File: src/amgs_pkg.sv
`default_nettype none
// ----------------------------------------------------------------------------
// Adjacency matrix graph store: shared types and constants
// Request layout, result layout, operation codes and sequencer states used by
// the controller and the top level.
// ----------------------------------------------------------------------------
package amgs_pkg;

    localparam int MAX_VERTICES_DEF = 16;

    typedef enum logic [2:0] {
        MODE_ADD_VERTEX   = 3'd0,
        MODE_SET_EDGE     = 3'd1,
        MODE_DEL_VERTEX   = 3'd2,
        MODE_CLR_EDGE     = 3'd3,
        MODE_EDGE_QUERY   = 3'd4,
        MODE_VERTEX_QUERY = 3'd5
    } t_mode;

    typedef enum logic [3:0] {
        ST_CLEAR,
        ST_IDLE,
        ST_EDGE2,
        ST_EQ_WAIT,
        ST_VQ_RD,
        ST_VQ_CMP,
        ST_DM_RD,
        ST_DM_WR,
        ST_DL_RD,
        ST_DL_WR,
        ST_DONE
    } t_state;

    // Packed so that mode sits in the lowest bits.
    typedef struct packed {
        logic [15:0] edge_weight;
        logic [3:0]  second_vertex;
        logic [15:0] first_vertex;
        logic [2:0]  mode;
    } t_item;

    // Packed so that hit sits in the lowest bit.
    typedef struct packed {
        logic       error;
        logic [4:0] vertex_total;
        logic       hit;
    } t_result;

endpackage : amgs_pkg
`default_nettype wire

File: src/amgs_ctrl.sv
`default_nettype none
// ----------------------------------------------------------------------------
// Adjacency matrix graph store: sequencer
// Decodes each request, drives the weight and label RAMs through the clearing
// pass, edge writes, queries and the compacting delete walk, and holds the
// result register.
// ----------------------------------------------------------------------------
module amgs_ctrl #(
    parameter  int MAX_VERTICES = amgs_pkg::MAX_VERTICES_DEF,
    localparam int IW           = $clog2(MAX_VERTICES)
) (
    input  wire logic              i_clk,
    input  wire logic              i_rst_n,
    input  wire amgs_pkg::t_item   i_item,
    input  wire logic              i_item_valid,
    output logic                   o_item_ready,
    output amgs_pkg::t_result      o_res,
    output logic                   o_res_valid,
    input  wire logic              i_res_ready,
    output logic                   o_w_we,
    output logic      [2*IW-1:0]   o_w_waddr,
    output logic      [15:0]       o_w_wdata,
    output logic      [2*IW-1:0]   o_w_raddr,
    input  wire logic [15:0]       i_w_rdata,
    output logic                   o_l_we,
    output logic      [IW-1:0]     o_l_waddr,
    output logic      [15:0]       o_l_wdata,
    output logic      [IW-1:0]     o_l_raddr,
    input  wire logic [15:0]       i_l_rdata
);
    import amgs_pkg::*;

    localparam int             CW       = $clog2(MAX_VERTICES + 1);
    localparam logic [IW-1:0]  LAST_IDX = IW'(MAX_VERTICES - 1);
    localparam logic [CW-1:0]  FULL_CNT = CW'(MAX_VERTICES);
    localparam logic [15:0]    LIMIT16  = 16'(MAX_VERTICES);

    t_state        r_state, n_state;
    logic [CW-1:0] r_count, n_count;
    logic [CW-1:0] r_last,  n_last;
    logic [IW-1:0] r_row,   n_row;
    logic [IW-1:0] r_col,   n_col;
    logic [IW-1:0] r_pos,   n_pos;
    logic [15:0]   r_wgt,   n_wgt;
    logic          r_hit,   n_hit;
    logic          r_err,   n_err;
    t_result       r_res,   n_res;
    logic          r_res_valid, n_res_valid;

    logic [IW-1:0] a_idx;
    logic [IW+3:0] b_ext;
    logic [IW-1:0] b_idx;
    logic          in_range;
    logic          pos_ok;
    logic          at_edge;
    logic          row_end;
    logic          col_end;
    logic [IW-1:0] src_row;
    logic [IW-1:0] src_col;
    logic [CW+4:0] total_ext;

    assign a_idx    = i_item.first_vertex[IW-1:0];
    assign b_ext    = {{IW{1'b0}}, i_item.second_vertex};
    assign b_idx    = b_ext[IW-1:0];
    assign in_range = (i_item.first_vertex < LIMIT16) &&
                      ({12'd0, i_item.second_vertex} < LIMIT16);
    assign pos_ok   = i_item.first_vertex < 16'(r_count);

    // During a delete every entry of the held square takes the entry that
    // lies one row or column further on past the deleted position; the last
    // row and column of the square fall free and are written with zero.
    assign row_end  = CW'(r_row) == r_last;
    assign col_end  = CW'(r_col) == r_last;
    assign at_edge  = row_end || col_end;
    assign src_row  = r_row + IW'(r_row >= r_pos);
    assign src_col  = r_col + IW'(r_col >= r_pos);

    assign total_ext = {5'd0, r_count};

    always_ff @(posedge i_clk) begin
        if (!i_rst_n) begin
            r_state     <= ST_CLEAR;
            r_count     <= '0;
            r_row       <= '0;
            r_col       <= '0;
            r_res_valid <= 1'b0;
        end else begin
            r_state     <= n_state;
            r_count     <= n_count;
            r_row       <= n_row;
            r_col       <= n_col;
            r_res_valid <= n_res_valid;
        end
    end

    always_ff @(posedge i_clk) begin
        r_last <= n_last;
        r_pos  <= n_pos;
        r_wgt  <= n_wgt;
        r_hit  <= n_hit;
        r_err  <= n_err;
        r_res  <= n_res;
    end

    always_comb begin
        n_state     = r_state;
        n_count     = r_count;
        n_last      = r_last;
        n_row       = r_row;
        n_col       = r_col;
        n_pos       = r_pos;
        n_wgt       = r_wgt;
        n_hit       = r_hit;
        n_err       = r_err;
        n_res       = r_res;
        n_res_valid = r_res_valid && !i_res_ready;

        o_item_ready = 1'b0;
        o_w_we       = 1'b0;
        o_w_waddr    = {r_row, r_col};
        o_w_wdata    = '0;
        o_w_raddr    = {src_row, src_col};
        o_l_we       = 1'b0;
        o_l_waddr    = r_row;
        o_l_wdata    = i_l_rdata;
        o_l_raddr    = r_row;

        case (r_state)
            ST_CLEAR: begin
                o_w_we = 1'b1;
                if (r_col == LAST_IDX) begin
                    n_col = '0;
                    if (r_row == LAST_IDX) begin
                        n_row   = '0;
                        n_state = ST_IDLE;
                    end else begin
                        n_row = r_row + IW'(1);
                    end
                end else begin
                    n_col = r_col + IW'(1);
                end
            end

            ST_IDLE: begin
                o_item_ready = 1'b1;
                if (i_item_valid) begin
                    n_hit   = 1'b0;
                    n_err   = 1'b0;
                    n_state = ST_DONE;
                    n_wgt   = i_item.first_vertex;
                    n_last  = r_count - CW'(1);
                    case (t_mode'(i_item.mode))
                        MODE_ADD_VERTEX: begin
                            if (r_count == FULL_CNT) begin
                                n_err = 1'b1;
                            end else begin
                                o_l_we    = 1'b1;
                                o_l_waddr = r_count[IW-1:0];
                                o_l_wdata = i_item.first_vertex;
                                n_count   = r_count + CW'(1);
                            end
                        end
                        MODE_SET_EDGE, MODE_CLR_EDGE: begin
                            if (!in_range) begin
                                n_err = 1'b1;
                            end else begin
                                o_w_we    = 1'b1;
                                o_w_waddr = {a_idx, b_idx};
                                o_w_wdata = (t_mode'(i_item.mode) == MODE_SET_EDGE) ?
                                            i_item.edge_weight : 16'd0;
                                n_wgt     = o_w_wdata;
                                n_row     = b_idx;
                                n_col     = a_idx;
                                n_state   = ST_EDGE2;
                            end
                        end
                        MODE_EDGE_QUERY: begin
                            if (!in_range) begin
                                n_err = 1'b1;
                            end else begin
                                o_w_raddr = {a_idx, b_idx};
                                n_state   = ST_EQ_WAIT;
                            end
                        end
                        MODE_DEL_VERTEX: begin
                            if (!pos_ok) begin
                                n_err = 1'b1;
                            end else begin
                                n_pos   = a_idx;
                                n_row   = '0;
                                n_col   = '0;
                                n_state = ST_DM_RD;
                            end
                        end
                        MODE_VERTEX_QUERY: begin
                            if (r_count != '0) begin
                                n_row   = '0;
                                n_state = ST_VQ_RD;
                            end
                        end
                        default: begin
                        end
                    endcase
                end
            end

            ST_EDGE2: begin
                // Mirror write of the symmetric entry.
                o_w_we    = 1'b1;
                o_w_wdata = r_wgt;
                n_state   = ST_DONE;
            end

            ST_EQ_WAIT: begin
                n_hit   = (i_w_rdata != 16'd0) && !i_w_rdata[15];
                n_state = ST_DONE;
            end

            ST_VQ_RD: begin
                n_state = ST_VQ_CMP;
            end

            ST_VQ_CMP: begin
                n_hit = r_hit || (i_l_rdata == r_wgt);
                if (row_end) begin
                    n_state = ST_DONE;
                end else begin
                    n_row   = r_row + IW'(1);
                    n_state = ST_VQ_RD;
                end
            end

            ST_DM_RD: begin
                n_state = ST_DM_WR;
            end

            ST_DM_WR: begin
                o_w_we    = 1'b1;
                o_w_wdata = at_edge ? 16'd0 : i_w_rdata;
                n_state   = ST_DM_RD;
                if (col_end) begin
                    n_col = '0;
                    if (row_end) begin
                        n_row = r_pos;
                        if (CW'(r_pos) == r_last) begin
                            n_count = r_last;
                            n_state = ST_DONE;
                        end else begin
                            n_state = ST_DL_RD;
                        end
                    end else begin
                        n_row = r_row + IW'(1);
                    end
                end else begin
                    n_col = r_col + IW'(1);
                end
            end

            ST_DL_RD: begin
                o_l_raddr = r_row + IW'(1);
                n_state   = ST_DL_WR;
            end

            ST_DL_WR: begin
                o_l_we = 1'b1;
                if (CW'(r_row) + CW'(1) == r_last) begin
                    n_count = r_last;
                    n_state = ST_DONE;
                end else begin
                    n_row   = r_row + IW'(1);
                    n_state = ST_DL_RD;
                end
            end

            ST_DONE: begin
                if (!r_res_valid || i_res_ready) begin
                    n_res.hit          = r_hit;
                    n_res.error        = r_err;
                    n_res.vertex_total = total_ext[4:0];
                    n_res_valid        = 1'b1;
                    n_state            = ST_IDLE;
                end
            end

            default: begin
                n_state = ST_IDLE;
            end
        endcase
    end

    assign o_res       = r_res;
    assign o_res_valid = r_res_valid;

endmodule : amgs_ctrl
`default_nettype wire

File: config.mk
export PLATFORM = sky130hd
export DESIGN_NAME = amgs_ctrl
export DESIGN_NICKNAME = d
export VERILOG_FILES = /design/src/amgs_pkg.sv /design/src/amgs_ctrl.sv
export SDC_FILE = /design/constraint.sdc
export NUM_CORES = 1
export LEC_CHECK = 0
export BUFFER_PORTS_ARGS = -buffer_cell sky130_fd_sc_hd__buf_2
export CAP_MARGIN = 10
export CORE_MARGIN = 10
export CORE_UTILIZATION = 56
export DETAILED_ROUTE_END_ITERATION = 8
export PLACE_DENSITY = 0.95
export SYNTH_ARGS = -nofsm -noshare
export SYNTH_HDL_FRONTEND = slang
export SYNTH_SLANG_ARGS = --single-unit
File: constraint.sdc
create_clock -name i_clk -period 6.2 [get_ports i_clk]
set_input_delay 0.31 -clock i_clk [delete_from_list [all_inputs] [get_ports i_clk]]
set_output_delay 0.31 -clock i_clk [all_outputs]
set_load 0.05 [all_outputs]
### Word-level counts from Yosys, hierarchy flattened

Cells that the tools add are included.
Widths: inputs -> output; s select.

| word-level totals | value |
|---|---|
| bits in registers | 52 |
| input bits | 75 |
| output and inout port bits | 67 |
| word-level logic and storage cells | 175 |

| operators by class | value |
|---|---|
| add/subtract/negate cells | 7 |
| order comparisons | 4 |
| equal/unequal tests | 40 |
| muxes and demuxes | 83 |
| reduce and logical (&&, ||, !) cells | 28 |

Operator list:

| operator | count |
|---|---|
| $mux 16 | 11 |
| $mux 4 | 30 |
| $mux 8 | 8 |
| $pmux 16 s3 | 1 |
| $pmux 4 s10 | 1 |
| $mux 5 | 7 |
| $pmux 4 s3 | 2 |
| $ne 2x2->1 const B | 11 |
| $eq 4x4->1 const B | 5 |
| $pmux 4 s5 | 1 |
| $eq 16x16->1 | 1 |
| $eq 4x3->1 const B | 4 |
| $lt 16x5->1 | 1 |
| $lt 16x5->1 const B | 1 |
| $pmux 4 s4 | 1 |
| $reduce_bool 16->1 | 1 |
| $eq 4x5->1 | 3 |
| $pmux 5 s3 | 1 |
| $mux 1 | 13 |
| $reduce_and 10->1 | 1 |
| $reduce_bool 5->1 | 2 |
| $ne 3x3->1 const B | 3 |
| $reduce_bool 3->1 | 3 |
| $add 4x1->4 | 2 |
| 30 further kinds | 48 |

### Logic depth before layout (Yosys ltp)

| depth | value |
|---|---|
| word-level depth | 6 |
| mapped depth | 11 |
| depth with buffers taken out | 11 |

### Least setup slack after synthesis

Ideal clock, no wire load.

| path | value |
|---|---|
| path kind | register to output |
| from | register r_state[1] |
| to | output port o_l_waddr[0] |
| data arrival time | 3,054 ps |
| data required time | 5,890 ps |
| setup slack | 2,836 ps |
| cell stages (with the launch flop) | 10 |
| path buffers | 4 |
| path through | dfxtp_1 -> buf_6 -> or4b_4 -> buf_6 -> clkinv_8 -> nand2_4 -> or3b_1 -> buf_2 -> clkbuf_1 -> o21ai_0 |

| between the ends | value |
|---|---|
| word-level cells in the longest chain between the ends | 2 |

RTL lines:

| what | line | RTL |
|---|---|---|
| from (decl) | amgs_ctrl.sv:38 | `t_state r_state, n_state;` |
| from (signal assigned) | amgs_ctrl.sv:88 | `r_state <= n_state;` |
| $eq 4x1->1 | amgs_ctrl.sv:128 | `case (r_state)` |
| $mux 4 | amgs_ctrl.sv:128 |  |
| to (decl) | amgs_ctrl.sv:26 | `output logic [IW-1:0] o_l_waddr,` |

Every way passes these cells.

### Final worst setup path

| path | value |
|---|---|
| from | register r_state[0] |
| to | output port o_l_waddr[1] |

Same word-level chain as after synthesis.

==> results summary <==
The run finished with clean final reports. In the final design database the tool counted 737 nets. The main combinational cell family by area after synthesis is simple AND/OR/NAND/NOR gates. The final sum of negative setup slack came out at 0 ps. The async set-reset flop share out of synthesis came out at 0%. The unique cell type count in the Yosys netlist came out at 64. The maximum fanout along the worst path came out at 24.

The synthesized-area fraction occupied by ao, oa, aoi and oai cells is 19.7%. Entering global routing, the biggest net connects 25 pins. The final-report hold violation count came out at 0. The setup slack of the most critical reg-to-reg path came out at 2560 ps. After clock tree synthesis, the repair step resized 0 gates. The peak clock frequency supported by timing came out at 0.267 GHz. The post-layout total power came out at 723 uW. The minimum period implied by the final worst setup slack is 3750 ps.

In the synthesized netlist, mux cells make up 8.38% of the area. The data arrival time of the worst path came out at 3440 ps. The worst setup path is of the flop to primary output kind. The die width came out at 110 um. The max-slew violation total from the final report came out at 0.

Setup repair after global routing left no endpoint under its margin. Traced cell by cell, the critical path runs through or4b_4 -> clkinv_8 -> nand2_4 -> or3b_1 -> o21ai_0 -> buf_2. The overall routing resource usage came out at 24.6%. The post-synthesis cell count came out at 524. The worst hold margin came out at 256 ps. The count of nets left with antenna violations once routing finished came out at 0. The post-synthesis simple-gate area fraction came out at 21.9%.

The kind of cell with the highest combined delay along the critical path is simple AND/OR/NAND/NOR gates. The number of diodes is 0. The share of Yosys cell area claimed by the top area cell type is 22.7%. TritonCTS built the clock tree.

The worst stage delay on the critical path is 820 ps. For this design, the sink count on the clock tree is 52. On the critical path, the stage with the largest delay is an instance of sky130_fd_sc_hd__or3b_1. In this run the cell area of the synthesized design comes to 4500 um2. The worst setup path is captured at a primary output.

The parity-gate share of the synthesized area counting xor and xnor cells came out at 8.88%. The area of the core is 7770 um2. Buffers placed on the I/O ports in this run total 141. The number of synthesized flops with an enable pin came out at 34.

Among all flip-flop cells after synthesis, the most frequent one is sky130_fd_sc_hd__edfxtp_1. Dividing the synthesized area by the synthesized cell count gives 8.58 um2. The initial cell density of the core came out at 57.9%.

The worst slew margin relative to its limit came out at 22.5%. The worst supply voltage drop on vdd came out at 106 uV. Across the run, the number of max-cap violations was 0. The number of cells traversed by the worst register-to-register path came out at 7. In this run, the number of DRC markers left after iteration 0 of detailed routing was 592.

The library cell used as clock root buffer is sky130_fd_sc_hd__clkbuf_8. From synthesis to final layout, the design area changed by 18.0%. The path class of the tightest hold or removal check is input pin to flop. The post-synthesis cell type with the largest combined area is sky130_fd_sc_hd__edfxtp_1. The total number of yosys warnings is 0. The number of filler cells placed in the layout came out at 603. Ranked by total cell area, the synthesized netlist is headed by sky130_fd_sc_hd__edfxtp_1 23%, sky130_fd_sc_hd__dfxtp_1 8.0%, sky130_fd_sc_hd__mux2_2 7.3%. The count of non-filler cells in the finished layout is 745.

The static power due to leakage is 2.34 nW. The first detailed-routing pass took 6 iterations. The logic depth of the worst path, buffers included is 6. The cell depth of the worst hold path is 2.

Counting instances in the post-synthesis netlist gives the leading cell types as 77 x sky130_fd_sc_hd__nand2_1, 34 x sky130_fd_sc_hd__edfxtp_1, 33 x sky130_fd_sc_hd__xnor2_1, 29 x sky130_fd_sc_hd__mux2_2, 27 x sky130_fd_sc_hd__clkbuf_1. The longest clock path from root to sink contains 2 buffers. Of the synthesized area, sequential elements account for 30.7%. The average detailed-routed wire length per instance came out at 20.5 um.

The remaining global-route overflow came out at 0. In the post-synthesis netlist, the cell with the most instances is sky130_fd_sc_hd__nand2_1. The measured slew at the worst slew-check pin is 1160 ps. The startpoint type of the worst setup path is a flop. The worst path uses 60.5% of the clock period. The worst endpoint required time is 5890 ps. For this run, design rule violations remaining after detail routing come to 0. The via density per instance is 6.39.

Buffers inserted to repair hold after CTS numbered 0. The area enclosed by the die boundary is 12000 um2. The first global-routing pass estimated 23.8 mm of wire. The number of clock buffers added by TritonCTS is 5. The post-CTS setup buffer count is 0. Of the total synthesized cell area, the portion taken by full adders, half adders and majority gates is 5.57%. The fraction of layout instances using a drive strength above 1 is 30.2%.

Including well taps, the total number of placed cells is 737. Row generation in the floorplan step produced 32 rows. The number of buffers and inverters on the critical path came out at 2.

The power density normalized to cell area came out at 136 nW/um2. The final standard cell utilization of the core came out at 68.3%. The total wire length is 15.3 mm. The via count of the first global-routing pass is 4749. Setup violations remaining at the end of the flow were counted as 0. The count of pins on the block boundary came out at 142. For the worst-skew pair, the clock arrives at the later sink with an insertion delay of 320 ps. The weighted congestion at the end of routability-driven global placement is 0.956. The count of state elements after synthesis is 52. The via count of the routed design is 4757.

The floorplan step set the die height to 110 um. Detailed placement ended at an HPWL of 11.9 mm. CTS built an H-tree with a depth of 2.

The net count of the mapped netlist is 619. The worst clock skew came out at 8.87 ps. The number of antenna violations at the first check in global routing is 0. The clock edge transition at the registers on the reported setup and hold paths is 110 ps.
## cells in the final DEF (no fill, tap or decap), types with 7 or more instances in the layout
| cell type | synthesis | final |
|---|---|---|
| sky130_fd_sc_hd__inv_1 | 17 | 17 |
| sky130_fd_sc_hd__nor2b_1 | 7 | 7 |
| sky130_fd_sc_hd__o21ai_0 | 26 | 26 |
| sky130_fd_sc_hd__nor2_1 | 24 | 24 |
| sky130_fd_sc_hd__dfxtp_1 | 18 | 18 |
| sky130_fd_sc_hd__buf_2 | 2 | 141 |
| sky130_fd_sc_hd__ha_1 | 20 | 20 |
| sky130_fd_sc_hd__mux2_2 | 29 | 29 |
| sky130_fd_sc_hd__xnor2_1 | 33 | 33 |
| sky130_fd_sc_hd__nand2b_1 | 15 | 15 |
| sky130_fd_sc_hd__xor2_1 | 10 | 10 |
| sky130_fd_sc_hd__nand3_1 | 13 | 13 |
| sky130_fd_sc_hd__a21oi_1 | 18 | 18 |
| sky130_fd_sc_hd__a22oi_1 | 18 | 18 |
| sky130_fd_sc_hd__nor3_1 | 22 | 21 |
| sky130_fd_sc_hd__nand2_1 | 77 | 77 |
| sky130_fd_sc_hd__edfxtp_1 | 34 | 34 |
| sky130_fd_sc_hd__a21o_1 | 13 | 13 |
## kinds of logic after synthesis
kind of cell / count (synthesis)
and+or+nand+nor: 198
AOI/OAI and AO/OA: 126
DFF: 52
buffers and inverters: 50
xor gates and xnor gates: 44
muxes: 34
adders and majority gates: 20
## worst paths after layout
path | from | end
setup / recovery | r_state[0]$_SDFFE_PN0P_ | o_l_waddr[1]
hold / removal | i_item[15] | r_wgt[12]$_DFFE_PP_
setup reg to reg | r_state[0]$_SDFFE_PN0P_ | r_count[3]$_SDFFE_PN0P_
hold reg to reg | r_err$_DFFE_PP_ | o_res[6]$_DFFE_PP_
## registers in the layout (all words and copies together), names as in the netlist
signal	count
r_hit	1
r_pos	4
r_last	5
r_state	4
r_wgt	16
r_row	4
o_res_valid	1
r_err	1
o_res	7
r_count	5
r_col	4
## per-layer routing
| layer | routed length [um] | vias to the layer above | global-route usage [%] |
|---|---|---|---|
| li1 | - | 2160 | - |
| met1 | 5590 | 2166 | 29.7 |
| met2 | 7430 | 379 | 41.5 |
| met3 | 1680 | 52 | 5.38 |
| met4 | 566 | 0 | 10.5 |
| met5 | 0 | - | 0 |
## per-stage QoR
stage | area (um2) | setup WS, ps
CTS | 5310 | 2520
detailed placement | 5210 | 2680
global route | 5310 | 2320
global placement | 5210 | 2740
floorplan | 4500 | 2840
finish | 5310 | 2450
## power by group
group	internal [mW]	switching, mW	total [mW]
Sequential	0.368	0.00443	0.373
Clock	0.0826	0.135	0.218
Combinational	0.0474	0.0851	0.132
## area by class of cell
class                           count  area, um2  share of cell area [%]
Clock buffer                        5       68.8                    1.30
Multi-Input combinational cell    422       2900                    54.7
Inverter                           18       80.1                    1.51
Tap cell                          102        128                    2.41
Clock inverter                      3       26.3                   0.495
Sequential cell                    52       1380                    26.0
Timing Repair Buffer              143        721                    13.6
Note: power is estimated with default switching activity, not from simulation.
